--- config.mk ---
export PLATFORM = sky130hd
export DESIGN_NAME = stack_machine_alu_core
export DESIGN_NICKNAME = d
export VERILOG_FILES = /design/src/design/smalu_pkg.sv /design/src/design/smalu_ram.sv /design/src/design/smalu_datapath.sv /design/src/design/smalu_ctrl.sv /design/src/design/stack_machine_alu_core.sv
export SDC_FILE = /design/constraint.sdc
export NUM_CORES = 2
export LEC_CHECK = 0
export BUFFER_PORTS_ARGS = -buffer_cell sky130_fd_sc_hd__buf_4
export CAP_MARGIN = 20
export CORE_ASPECT_RATIO = 0.7
export CORE_MARGIN = 2
export CORE_UTILIZATION = 58
export CTS_BUF_LIST = sky130_fd_sc_hd__clkbuf_16
export CTS_CLUSTER_DIAMETER = 60
export DETAILED_ROUTE_END_ITERATION = 6
export PLACE_DENSITY = 0.82
export RECOVER_POWER = 100
export SLEW_MARGIN = 40
export SYNTH_ARGS = -nofsm -noshare
export SYNTH_HDL_FRONTEND = slang
export SYNTH_SLANG_ARGS = --single-unit
--- constraint.sdc ---
create_clock -name clk -period 7.43 [get_ports clk]
set_clock_uncertainty 0.1 [all_clocks]
set_input_delay 0.3715 -clock clk [delete_from_list [all_inputs] [get_ports clk]]
set_output_delay 0.3715 -clock clk [all_outputs]
set_load 0.005 [all_outputs]
--- src/design/smalu_pkg.sv ---
// Package: types, constants and helpers shared by the stack machine ALU modules.
package smalu_pkg;

  // Stack geometry
  localparam int STACK_DEPTH = 64;
  localparam int ADDR_W      = $clog2(STACK_DEPTH);
  localparam int CNT_W       = $clog2(STACK_DEPTH + 1);
  localparam int DEPTH_OUT_W = 7;
  localparam int DATA_W      = 32;
  localparam int DIV_CNT_W   = $clog2(DATA_W);

  localparam logic [CNT_W-1:0] DEPTH_FULL = CNT_W'(STACK_DEPTH);
  localparam logic [CNT_W-1:0] DEPTH_TWO  = CNT_W'(2);
  localparam logic [CNT_W-1:0] DEPTH_ONE  = CNT_W'(1);

  // Command codes
  localparam logic [2:0] CMD_PUSH = 3'd0;
  localparam logic [2:0] CMD_ADD  = 3'd1;
  localparam logic [2:0] CMD_SUB  = 3'd2;
  localparam logic [2:0] CMD_MUL  = 3'd3;
  localparam logic [2:0] CMD_DIV  = 3'd4;
  localparam logic [2:0] CMD_MOD  = 3'd5;

  // Status codes
  localparam logic [1:0] ST_OK      = 2'd0;
  localparam logic [1:0] ST_SHORT   = 2'd1;
  localparam logic [1:0] ST_DIVZERO = 2'd2;
  localparam logic [1:0] ST_FULL    = 2'd3;

  typedef struct packed {
    logic [2:0]               cmd;
    logic signed [DATA_W-1:0] push_value;
  } in_word_t;

  typedef struct packed {
    logic signed [DATA_W-1:0] top_value;
    logic [DEPTH_OUT_W-1:0]   stack_depth;
    logic [1:0]               status;
  } out_word_t;

  typedef enum logic [2:0] {
    S_IDLE,
    S_DECODE,
    S_READ_WAIT,
    S_CALC,
    S_DIV,
    S_DIVFIX,
    S_FINISH
  } state_t;

  // Controller to datapath
  typedef struct packed {
    logic       latch_in;
    logic       set_status;
    logic [1:0] status_code;
    logic       do_push;
    logic       ram_rd;
    logic       load_a;
    logic       alu_wr;
    logic       div_init;
    logic       div_step;
    logic       div_wr;
    logic       load_out;
  } ctl_cmd_t;

  // Datapath to controller
  typedef struct packed {
    logic is_push;
    logic is_arith;
    logic is_divmod;
    logic full;
    logic too_short;
    logic zero_top;
    logic div_last;
  } dp_stat_t;

  // Two's complement magnitude, unsigned result
  function automatic logic [DATA_W-1:0] mag(input logic [DATA_W-1:0] v);
    mag = v[DATA_W-1] ? ('0 - v) : v;
  endfunction

endpackage

--- src/design/smalu_ram.sv ---
// Generic single-write, single-read RAM with registered read data.
module smalu_ram #(
  parameter int WIDTH = 32,
  parameter int DEPTH = 64
) (
  input  logic                     clk,
  input  logic                     we,
  input  logic [$clog2(DEPTH)-1:0] waddr,
  input  logic [WIDTH-1:0]         wdata,
  input  logic                     re,
  input  logic [$clog2(DEPTH)-1:0] raddr,
  output logic [WIDTH-1:0]         rdata
);

  logic [WIDTH-1:0] mem_r [DEPTH];
  logic [WIDTH-1:0] rdata_r;

  // write port
  always_ff @(posedge clk) begin
    if (we) begin
      mem_r[waddr] <= wdata;
    end
  end

  // registered read port
  always_ff @(posedge clk) begin
    if (re) begin
      rdata_r <= mem_r[raddr];
    end
  end

  assign rdata = rdata_r;

endmodule

--- src/design/smalu_datapath.sv ---
// Datapath: top-of-stack register, depth count, operand store, ALU, divider, output word.
module smalu_datapath
  import smalu_pkg::*;
(
  input  logic      clk,
  input  logic      rst_n,
  input  in_word_t  in_word,
  input  ctl_cmd_t  cmd,
  output dp_stat_t  stat,
  output out_word_t out_word
);

  // The top entry lives in top_r; entries below it live in the RAM.
  logic [2:0]           cmd_r;
  logic [DATA_W-1:0]    pv_r;
  logic [CNT_W-1:0]     depth_r, depth_nxt;
  logic [DATA_W-1:0]    top_r, top_nxt;
  logic [DATA_W-1:0]    a_r;
  logic [1:0]           status_r;
  logic [DATA_W-1:0]    rem_r, rem_nxt;
  logic [DATA_W-1:0]    quo_r, quo_nxt;
  logic [DATA_W-1:0]    dvs_r;
  logic [DIV_CNT_W-1:0] cnt_r;
  out_word_t            out_word_r;

  logic                 ram_we;
  logic [ADDR_W-1:0]    ram_waddr, ram_raddr;
  logic [DATA_W-1:0]    ram_rdata;
  logic [DATA_W-1:0]    alu_res, div_res;
  logic [DATA_W:0]      div_shift, div_diff;

  // status toward the controller
  always_comb begin
    stat.is_push   = (cmd_r == CMD_PUSH);
    stat.is_arith  = cmd_r inside {[CMD_ADD:CMD_MOD]};
    stat.is_divmod = cmd_r inside {CMD_DIV, CMD_MOD};
    stat.full      = (depth_r == DEPTH_FULL);
    stat.too_short = (depth_r < DEPTH_TWO);
    stat.zero_top  = (top_r == '0);
    stat.div_last  = (cnt_r == '1);
  end

  // operand store: old top spills below on push, second entry read for ops
  assign ram_we    = cmd.do_push && (depth_r != '0);
  assign ram_waddr = ADDR_W'(depth_r - DEPTH_ONE);
  assign ram_raddr = ADDR_W'(depth_r - DEPTH_TWO);

  smalu_ram #(
    .WIDTH (DATA_W),
    .DEPTH (STACK_DEPTH)
  ) u_ram (
    .clk   (clk),
    .we    (ram_we),
    .waddr (ram_waddr),
    .wdata (top_r),
    .re    (cmd.ram_rd),
    .raddr (ram_raddr),
    .rdata (ram_rdata)
  );

  // add / sub / mul, left operand is the second entry
  always_comb begin
    case (cmd_r)
      CMD_ADD: alu_res = a_r + top_r;
      CMD_SUB: alu_res = a_r - top_r;
      CMD_MUL: alu_res = a_r * top_r;
      default: alu_res = '0;
    endcase
  end

  // one restoring division step per cycle on magnitudes
  always_comb begin
    div_shift = {rem_r, quo_r[DATA_W-1]};
    div_diff  = div_shift - {1'b0, dvs_r};
    if (!div_diff[DATA_W]) begin
      rem_nxt = div_diff[DATA_W-1:0];
      quo_nxt = {quo_r[DATA_W-2:0], 1'b1};
    end else begin
      rem_nxt = div_shift[DATA_W-1:0];
      quo_nxt = {quo_r[DATA_W-2:0], 1'b0};
    end
  end

  // sign fix: quotient truncates toward zero, remainder follows the dividend
  always_comb begin
    if (cmd_r == CMD_MOD) begin
      div_res = a_r[DATA_W-1] ? ('0 - rem_r) : rem_r;
    end else begin
      div_res = (a_r[DATA_W-1] ^ top_r[DATA_W-1]) ? ('0 - quo_r) : quo_r;
    end
  end

  // next top and depth
  always_comb begin
    top_nxt   = top_r;
    depth_nxt = depth_r;
    if (cmd.do_push) begin
      top_nxt   = pv_r;
      depth_nxt = depth_r + DEPTH_ONE;
    end else if (cmd.alu_wr) begin
      top_nxt   = alu_res;
      depth_nxt = depth_r - DEPTH_ONE;
    end else if (cmd.div_wr) begin
      top_nxt   = div_res;
      depth_nxt = depth_r - DEPTH_ONE;
    end
  end

  // control state
  always_ff @(posedge clk) begin
    if (!rst_n) begin
      depth_r <= '0;
      cnt_r   <= '0;
    end else begin
      depth_r <= depth_nxt;
      if (cmd.div_init) begin
        cnt_r <= '0;
      end else if (cmd.div_step) begin
        cnt_r <= cnt_r + 1'b1;
      end
    end
  end

  // payload registers
  always_ff @(posedge clk) begin
    top_r <= top_nxt;
    if (cmd.latch_in) begin
      cmd_r <= in_word.cmd;
      pv_r  <= in_word.push_value;
    end
    if (cmd.set_status) begin
      status_r <= cmd.status_code;
    end
    if (cmd.load_a) begin
      a_r <= ram_rdata;
    end
    if (cmd.div_init) begin
      rem_r <= '0;
      quo_r <= mag(a_r);
      dvs_r <= mag(top_r);
    end else if (cmd.div_step) begin
      rem_r <= rem_nxt;
      quo_r <= quo_nxt;
    end
    if (cmd.load_out) begin
      out_word_r.top_value   <= (depth_r != '0) ? top_r : '0;
      out_word_r.stack_depth <= DEPTH_OUT_W'(depth_r);
      out_word_r.status      <= status_r;
    end
  end

  assign out_word = out_word_r;

  // depth never passes the stack size
  a_depth_bound: assert property (@(posedge clk) disable iff (!rst_n)
    depth_r <= DEPTH_FULL)
    else $error("stack depth above capacity");

  // a push grows the stack by exactly one
  a_push_grows: assert property (@(posedge clk) disable iff (!rst_n)
    cmd.do_push |=> depth_r == $past(depth_r) + DEPTH_ONE)
    else $error("push did not grow stack by one");

  // an operation result replaces two entries with one
  a_op_shrinks: assert property (@(posedge clk) disable iff (!rst_n)
    (cmd.alu_wr || cmd.div_wr) |=> depth_r == $past(depth_r) - DEPTH_ONE)
    else $error("operation did not shrink stack by one");

endmodule

--- src/design/smalu_ctrl.sv ---
// Controller: sequences decode, operand fetch, ALU or divider, and output hand-off.
module smalu_ctrl
  import smalu_pkg::*;
(
  input  logic     clk,
  input  logic     rst_n,
  input  logic     in_valid,
  output logic     in_stall,
  output logic     out_valid,
  input  logic     out_stall,
  input  dp_stat_t stat,
  output ctl_cmd_t cmd
);

  state_t state_r, state_nxt;
  logic   out_valid_r, out_valid_nxt;
  logic   out_free;
  logic   op_go;
  logic   err_any;

  assign out_free = !out_valid_r || !out_stall;
  assign err_any  = (stat.is_push && stat.full) ||
                    (stat.is_arith && (stat.too_short || (stat.is_divmod && stat.zero_top)));
  assign op_go    = stat.is_arith && !err_any;

  // next state
  always_comb begin
    state_nxt = state_r;
    case (state_r)
      S_IDLE:      if (in_valid) state_nxt = S_DECODE;
      S_DECODE:    state_nxt = op_go ? S_READ_WAIT : S_FINISH;
      S_READ_WAIT: state_nxt = S_CALC;
      S_CALC:      state_nxt = stat.is_divmod ? S_DIV : S_FINISH;
      S_DIV:       if (stat.div_last) state_nxt = S_DIVFIX;
      S_DIVFIX:    state_nxt = S_FINISH;
      S_FINISH:    if (out_free) state_nxt = S_IDLE;
      default:     state_nxt = S_IDLE;
    endcase
  end

  // command outputs
  always_comb begin
    cmd         = '0;
    in_stall    = 1'b1;
    case (state_r)
      S_IDLE: begin
        in_stall     = 1'b0;
        cmd.latch_in = in_valid;
      end
      S_DECODE: begin
        cmd.set_status = 1'b1;
        if (stat.is_push && stat.full) begin
          cmd.status_code = ST_FULL;
        end else if (stat.is_arith && stat.too_short) begin
          cmd.status_code = ST_SHORT;
        end else if (stat.is_arith && stat.is_divmod && stat.zero_top) begin
          cmd.status_code = ST_DIVZERO;
        end else begin
          cmd.status_code = ST_OK;
        end
        cmd.do_push = stat.is_push && !stat.full;
        cmd.ram_rd  = op_go;
      end
      S_READ_WAIT: cmd.load_a = 1'b1;
      S_CALC: begin
        cmd.div_init = stat.is_divmod;
        cmd.alu_wr   = !stat.is_divmod;
      end
      S_DIV:    cmd.div_step = 1'b1;
      S_DIVFIX: cmd.div_wr   = 1'b1;
      S_FINISH: cmd.load_out = out_free;
      default: ;
    endcase
  end

  // output word valid
  always_comb begin
    if (cmd.load_out) begin
      out_valid_nxt = 1'b1;
    end else if (!out_stall) begin
      out_valid_nxt = 1'b0;
    end else begin
      out_valid_nxt = out_valid_r;
    end
  end

  always_ff @(posedge clk) begin
    if (!rst_n) begin
      state_r     <= S_IDLE;
      out_valid_r <= 1'b0;
    end else begin
      state_r     <= state_nxt;
      out_valid_r <= out_valid_nxt;
    end
  end

  assign out_valid = out_valid_r;

  // an accepted word always moves on to decode
  a_accept_decode: assert property (@(posedge clk) disable iff (!rst_n)
    (state_r == S_IDLE && in_valid) |=> state_r == S_DECODE)
    else $error("accepted word not decoded");

  // last divider step leads to the sign fix
  a_div_end: assert property (@(posedge clk) disable iff (!rst_n)
    (state_r == S_DIV && stat.div_last) |=> state_r == S_DIVFIX)
    else $error("divider did not finish");

  // a finished word waits while the output slot is held
  a_finish_hold: assert property (@(posedge clk) disable iff (!rst_n)
    (state_r == S_FINISH && out_valid_r && out_stall) |=> state_r == S_FINISH && out_valid_r)
    else $error("result overwrote a stalled output word");

endmodule

--- src/design/stack_machine_alu_core.sv ---
// Stack machine ALU top level: operand stack of signed 32-bit words with arithmetic commands.
//
// Input channel (in_valid / in_stall / in_word): one command word per handshake,
// push or add/sub/mul/div/mod. A word is taken when in_valid is high and in_stall low.
// Output channel (out_valid / out_stall / out_word): exactly one result word per
// command, carrying the new top of stack (zero when empty), depth and status.
// Commands run one at a time. After decode each command takes its own states before
// the finish state, which loads the result into the output register once it is free:
//   push, errors, unused codes: none
//   add, sub, mul: read wait, calc
//   div, mod: read wait, calc, 32-step restoring divider (one quotient bit a cycle),
//   sign fix
// The next word can be accepted in the cycle after the result is loaded into the output
// register, and a finished result can wait there while a new command starts.
// If the receiver holds out_stall, the word stays unchanged; a following command
// completes its work and then waits in its final state until the output frees.
// Reset (rst_n low, synchronous) empties the stack and drops any pending output.
// Stack entry values need no clearing: only entries below the depth are read.
module stack_machine_alu_core
  import smalu_pkg::*;
(
  input  logic      clk,
  input  logic      rst_n,
  input  logic      in_valid,
  output logic      in_stall,
  input  in_word_t  in_word,
  output logic      out_valid,
  input  logic      out_stall,
  output out_word_t out_word
);

  ctl_cmd_t ctl_cmd;
  dp_stat_t dp_stat;

  // sequencing
  smalu_ctrl u_ctrl (
    .clk       (clk),
    .rst_n     (rst_n),
    .in_valid  (in_valid),
    .in_stall  (in_stall),
    .out_valid (out_valid),
    .out_stall (out_stall),
    .stat      (dp_stat),
    .cmd       (ctl_cmd)
  );

  // stack, ALU and divider
  smalu_datapath u_dp (
    .clk      (clk),
    .rst_n    (rst_n),
    .in_word  (in_word),
    .cmd      (ctl_cmd),
    .stat     (dp_stat),
    .out_word (out_word)
  );

endmodule
# Word level (Yosys, flattened, before mapping)
# Memories as Yosys holds them, arrays and structs flattened. A register that Yosys moved wholly into a read port is not among the register bits.
# Index checks and enable logic that the tools add are counted.
# word_totals
ram_bits	2048
reg_bits	254
input_bits	39
memories	1
wordCells	115
# classes
n_reduce_logical	27
n_mul	1
order_cmp	3
n_mux	37
addsub	11
n_eq_ne	17
n_bitwise	2
# memory_table
memory	depth	word_bits	read_ports	rd_clocked_by_memory_dff	wr	line	rtl
u_dp.u_ram.mem_r	64	32	1	1	1	smalu_ram.sv:15	logic [WIDTH-1:0] mem_r [DEPTH];
# op_table
op	n
two-way mux 32 bit	10
subtractor 1 x 32 -> 32 bit (first input constant)	4
case mux 32 bit (3 select lines)	1
subtractor 33 x 32 -> 33 bit	1
adder 32 bit	1
logical NOT 32 bit	1
multiplier 32 x 32 -> 32 bit	1
subtractor 32 bit	1
two-way mux 31 bit	1
two-way mux 7 bit	3
case mux 3 bit (7 select lines)	1
== test 3 bit (second input constant)	5
== test 3 x 2 -> 1 bit (second input constant)	4
two-way mux 3 bit	4
two-way mux 1 bit	11
logical AND 1 bit	10
two-way mux 2 bit	5
adder 7 x 1 -> 7 bit (second input constant)	1
== test 7 bit (second input constant)	1
< comparator 7 x 2 -> 1 bit (second input constant)	1
nonzero test 7 bit	1
subtractor 7 x 1 -> 7 bit (second input constant)	1
== test 3 x 1 -> 1 bit (second input constant)	2
logical NOT 3 bit	2
other kinds (16)	25

# Longest topological paths before layout
# logic_depth
depth_word	12
depth_mapped	29

# Modules after synthesis
# From an unflattened synthesis, not the netlist that was laid out.
# unflattened
cells_unflattened	6880
hier_area_um2	111399.3
# by_module_without_submodules
mod	area_per_inst_um2	cells_per_inst	instances
smalu_ram	78835.6	3324	1
smalu_datapath	32248.4	3510	1
smalu_ctrl	315.3	46	1

# Worst setup path after synthesis
# Ideal clock, no wire load.
# synth_timing
path_kind	register -> register
start	register u_dp.top_r[9]
end	register u_dp.top_r[31] (data pin)
slack_ns	-0.779
synth_period_minus_slack_ns	8.209
stages_incl_launch_ff	26
t_required_ns	7.055
arrival_time_ns	7.834
setup_ns	0.275
n_path_buf	2
path_cell_list	edfxtp_1 clkbuf_1 clkbuf_1 nand2_1 fa_1 inv_1 fa_1 fa_1 inv_1 fa_1 inv_1 fa_1 fa_1 fa_1 fa_1 ha_1 a21o_1 a21oi_1 o21bai_1 a221o_1 nor4b_1 nor2_1 a221oi_1 xnor2_1 a221oi_2 a211oi_1
# synth_between
elab_chain_len	4
# synth_lines
item	line	rtl
start, declared	smalu_datapath.sv:17	logic [DATA_W-1:0] top_r, top_nxt;
start signal, assigned	smalu_datapath.sv:126	top_r <= top_nxt;
multiplier 32 x 32 -> 32 bit, or another cell as far along	smalu_datapath.sv:66	CMD_MUL: alu_res = a_r * top_r;
case mux 32 bit (3 select lines) (*)	smalu_datapath.sv:63	case (cmd_r)
two-way mux 32 bit (*)	smalu_datapath.sv:100	end else if (cmd.alu_wr) begin
two-way mux 32 bit (*)	smalu_datapath.sv:97	if (cmd.do_push) begin
via u_dp.top_nxt[31]	smalu_datapath.sv:17	
# The timed path passes the listed nets; every way through them passes the cells marked *.
# A chain may end at the register's enable or synchronous reset.

# Worst setup path after layout
# layout_timing
start	register u_dp.top_r[2]
end	register u_dp.top_r[31] (data pin)
# Same word-level chain as after synthesis.

==> flow_summary.yaml <==
die:
  core_area_mm2: 0.1901
  dieArea_mm2: 0.1944
  ioPinCount: 82
  die_w_um: 526.2
  initial_core_util_pct: 58.23
  die_h_um: 369.5
  rows: 134
yosys:
  syn_nets: 7166
  netlist_top_cells_area: "edfxtp_1, mux4_2, fa_1"
  synth_compound_area_share_pct: 3.186
  synth_cell_types: 80
  synth-xor-area-share_pct: 2.372
  yosys.cell_count.top_type: "edfxtp_1"
  synthAdderAreaFrac_pct: 9.652
  async_flop_share_pct: 0
  ys_seq_area_share_pct: 62.87
  yosysTopAreaCell: "edfxtp_1"
  synth.area.mux_share_pct: 13.75
  synth-edff-count: 2286
  yosysWarnings: 0
  syn_avg_cell_area_um2: 16.98
  synth_top_family_by_area: "multiplexers"
  ys_top_cells_by_count: "edfxtp_1, mux4_2, inv_1"
  ys_seq_elements: 2334
  syn_area_mm2: 0.1107
  syn_inst: 6519
  synth_simple_gate_area_share_pct: 5.414
  synth_top_area_share_pct: 62.01
  synth_ff_type: "edfxtp_1"
worst_setup_path:
  r2r_end: "u_dp.top_r[31]$_DFFE_PP_"
  endpoint_kind: "flop"
  cp_common_cell: "fa_1"
  ff2ff_path_depth: 25
  cp.depth: 25
  slowest_stage: "fa_1"
  cp_max_fo: 40
  critical_path.top_delay_family: "adder cells"
  required_ns: 7.88
  r2r_setup_slack_ns: -0.18
  critPathKind: "reg2reg"
  worst_path_largest_cell_delay_ns: 0.59
  worst_ep_arrival_time_ns: 8.06
  critPathBufInv: 8
  rr_startpoint: "u_dp.top_r[2]$_DFFE_PP_"
  cp-start-kind: "flop"
  crit_end: "u_dp.top_r[31]$_DFFE_PP_"
  cp-startpoint: "u_dp.top_r[2]$_DFFE_PP_"
place:
  place_hpwl_mm: 197.6
  globalplace.congestion: 0.9439
  io_buffers: 81
  place_inst: 9172
clocking:
  cts.sinks: 2334
  numCtsBuffers: 212
  htree_num_levels: 4
  cts_tree: "yes"
  clk_path_buf_depth: 4
  clock_latency_ns: 0.87
  ctsRootBufferMaster: "clkbuf_16"
  clk_pin_slew_ns: 0.07
timing:
  final_max_slew_viol_count: 0
  whs_ns: 0.1886
  clock.fmax_ghz: 0.1315
  setup_viol: 5
  relSlewSlack_pct: 4.297
  hold_violations: 0
  setup_ws_ns: -0.1763
  rsz0062_at_grt: "true"
  max_slew.worst_pin.slew_ns: 1.436
  period_minus_slack_ns: 7.606
  finalCritPeriodShare_pct: 102.4
routing:
  vias_per_cell: 6.821
  routed_wl_mm: 333.3
  vias: 65692
  dr.first_iter.drc_count: 11343
  wl_per_cell_um: 34.61
  drc: 0
  drt_first_pass_iters: 6
  detail-route-antenna-nets: 0
cells_and_area:
  register_area_mm2: 0.06961
  finalNetCount: 7586
  multiInputGateArea_mm2: 0.03910
  n_fill_cell: 12160
  area_delta_synth_final_pct: 13.08
  layoutNonFillerInstCount: 9631
  layout-drive-gt1-share_pct: 23.21
global_routing:
  grt_first_pass_wirelength_mm: 473.7
  grt_pass1_vias: 65646
  grt_max_degree: 144
  antenna_found_initial: 30
  grt_usage_pct: 34.30
  overflow: 0
job:
  cap_violations: 0
status:
  failed_checks: "setup timing"
  status: "finished, violations left"
hold_path:
  min_from: "in_word[34]"
  hold_path_class: "in2reg"
logic make-up after synthesis:
family | Yosys count
xor+xnor | 299
compound gates | 561
mux | 697
flops | 2334
fa+ha+maj | 608
buf+inv | 808
simple gates | 1212
metal layers:
layer  up-vias  share of wire (%)  wire (um)  global-route usage, %
li1      25462                  -          -                      -
met1     33562                 35     117100                  47.50
met2      5670                 45     150800                  51.55
met3       978                 14      48150                  9.928
met4        20                5.1      16930                  14.44
met5         -              0.099        331                      0
per-stage QoR:
step                util (%)  worst slack (ns)  TNS (ns)  cell area [um^2]
floorplan                  -           -0.4484    -1.751            111000
global placement       61.58           -0.2945   -0.6124            117100
detailed placement     61.81           -0.3241   -0.9585            117500
CTS                    65.54           -0.1086   -0.1860            124600
global route           65.83           -0.4106    -2.030            125200
finish                 65.84           -0.1763   -0.5955            125200
area by class of cell:
class	instances	area share [%]
inverter	449	1.346
multi-input combinational	3377	31.23
clock inverter	158	0.8765
tap	2516	2.515
timing repair buffer	565	4.072
clock buffer	216	4.318
antenna	16	0.03198
sequential	2334	55.61
cell usage in the layout, fill, tap and decap left out, types with 18 or more instances in the layout:
cell type	instances
mux4_2	658
mux2i_1	26
o21ai_0	158
o41ai_1	18
fa_1	400
nor2b_1	44
clkinv_1	47
a21oi_1	127
xnor2_1	166
and2_1	311
buf_6	30
o22ai_1	22
a211oi_1	23
edfxtp_1	2286
or3_1	28
nor2_1	140
dlygate4sd3_1	39
a21o_1	31
nor3_1	29
clkbuf_4	34
nand2b_1	30
xor2_1	124
nand3_1	27
ha_1	187
nor2_4	69
o31ai_1	39
clkinv_2	30
dfxtp_1	46
nand2_1	429
clkbuf_16	217
buf_4	413
buf_12	25
inv_1	498
worst min-delay path by stage:
stage	to	cells past startpoint	slack, ns
after floorplan	u_dp.a_r[0]$_DFFE_PP_	0	0.30
after global routing	u_dp.cmd_r[2]$_DFFE_PP_	2	0.19
after CTS	u_dp.cmd_r[1]$_DFFE_PP_	2	0.14
final	u_dp.cmd_r[2]$_DFFE_PP_	2	0.19
after global placement	u_dp.a_r[1]$_DFFE_PP_	0	0.30
after detailed placement	u_dp.a_r[21]$_DFFE_PP_	0	0.30
flip-flops by register name, indices dropped and copies added (netlist names), 7 cells and up:
| signal | count |
|---|---|
| u_dp.a_r | 32 |
| u_dp.depth_r | 7 |
| u_dp.dvs_r | 32 |
| u_dp.out_word | 41 |
| u_dp.pv_r | 32 |
| u_dp.quo_r | 32 |
| u_dp.rem_r | 32 |
| u_dp.top_r | 32 |
| u_dp.u_ram.mem_r | 2048 |
| u_dp.u_ram.rdata | 32 |
timing repair:
item | in CTS | in global routing
endpoints found under the setup margin | 6 | 17
pin swaps | 26 | 36
buffers inserted | 13 | 9
hold buffers | 39 | 0
cloned | 0 | 1
endpoints found under the hold margin | 55 | 0
resized for setup | 25 | 59
Power is left out: the tool's default activity adds up to more than one toggle a clock period on the data nets, which glitch-free logic cannot reach.
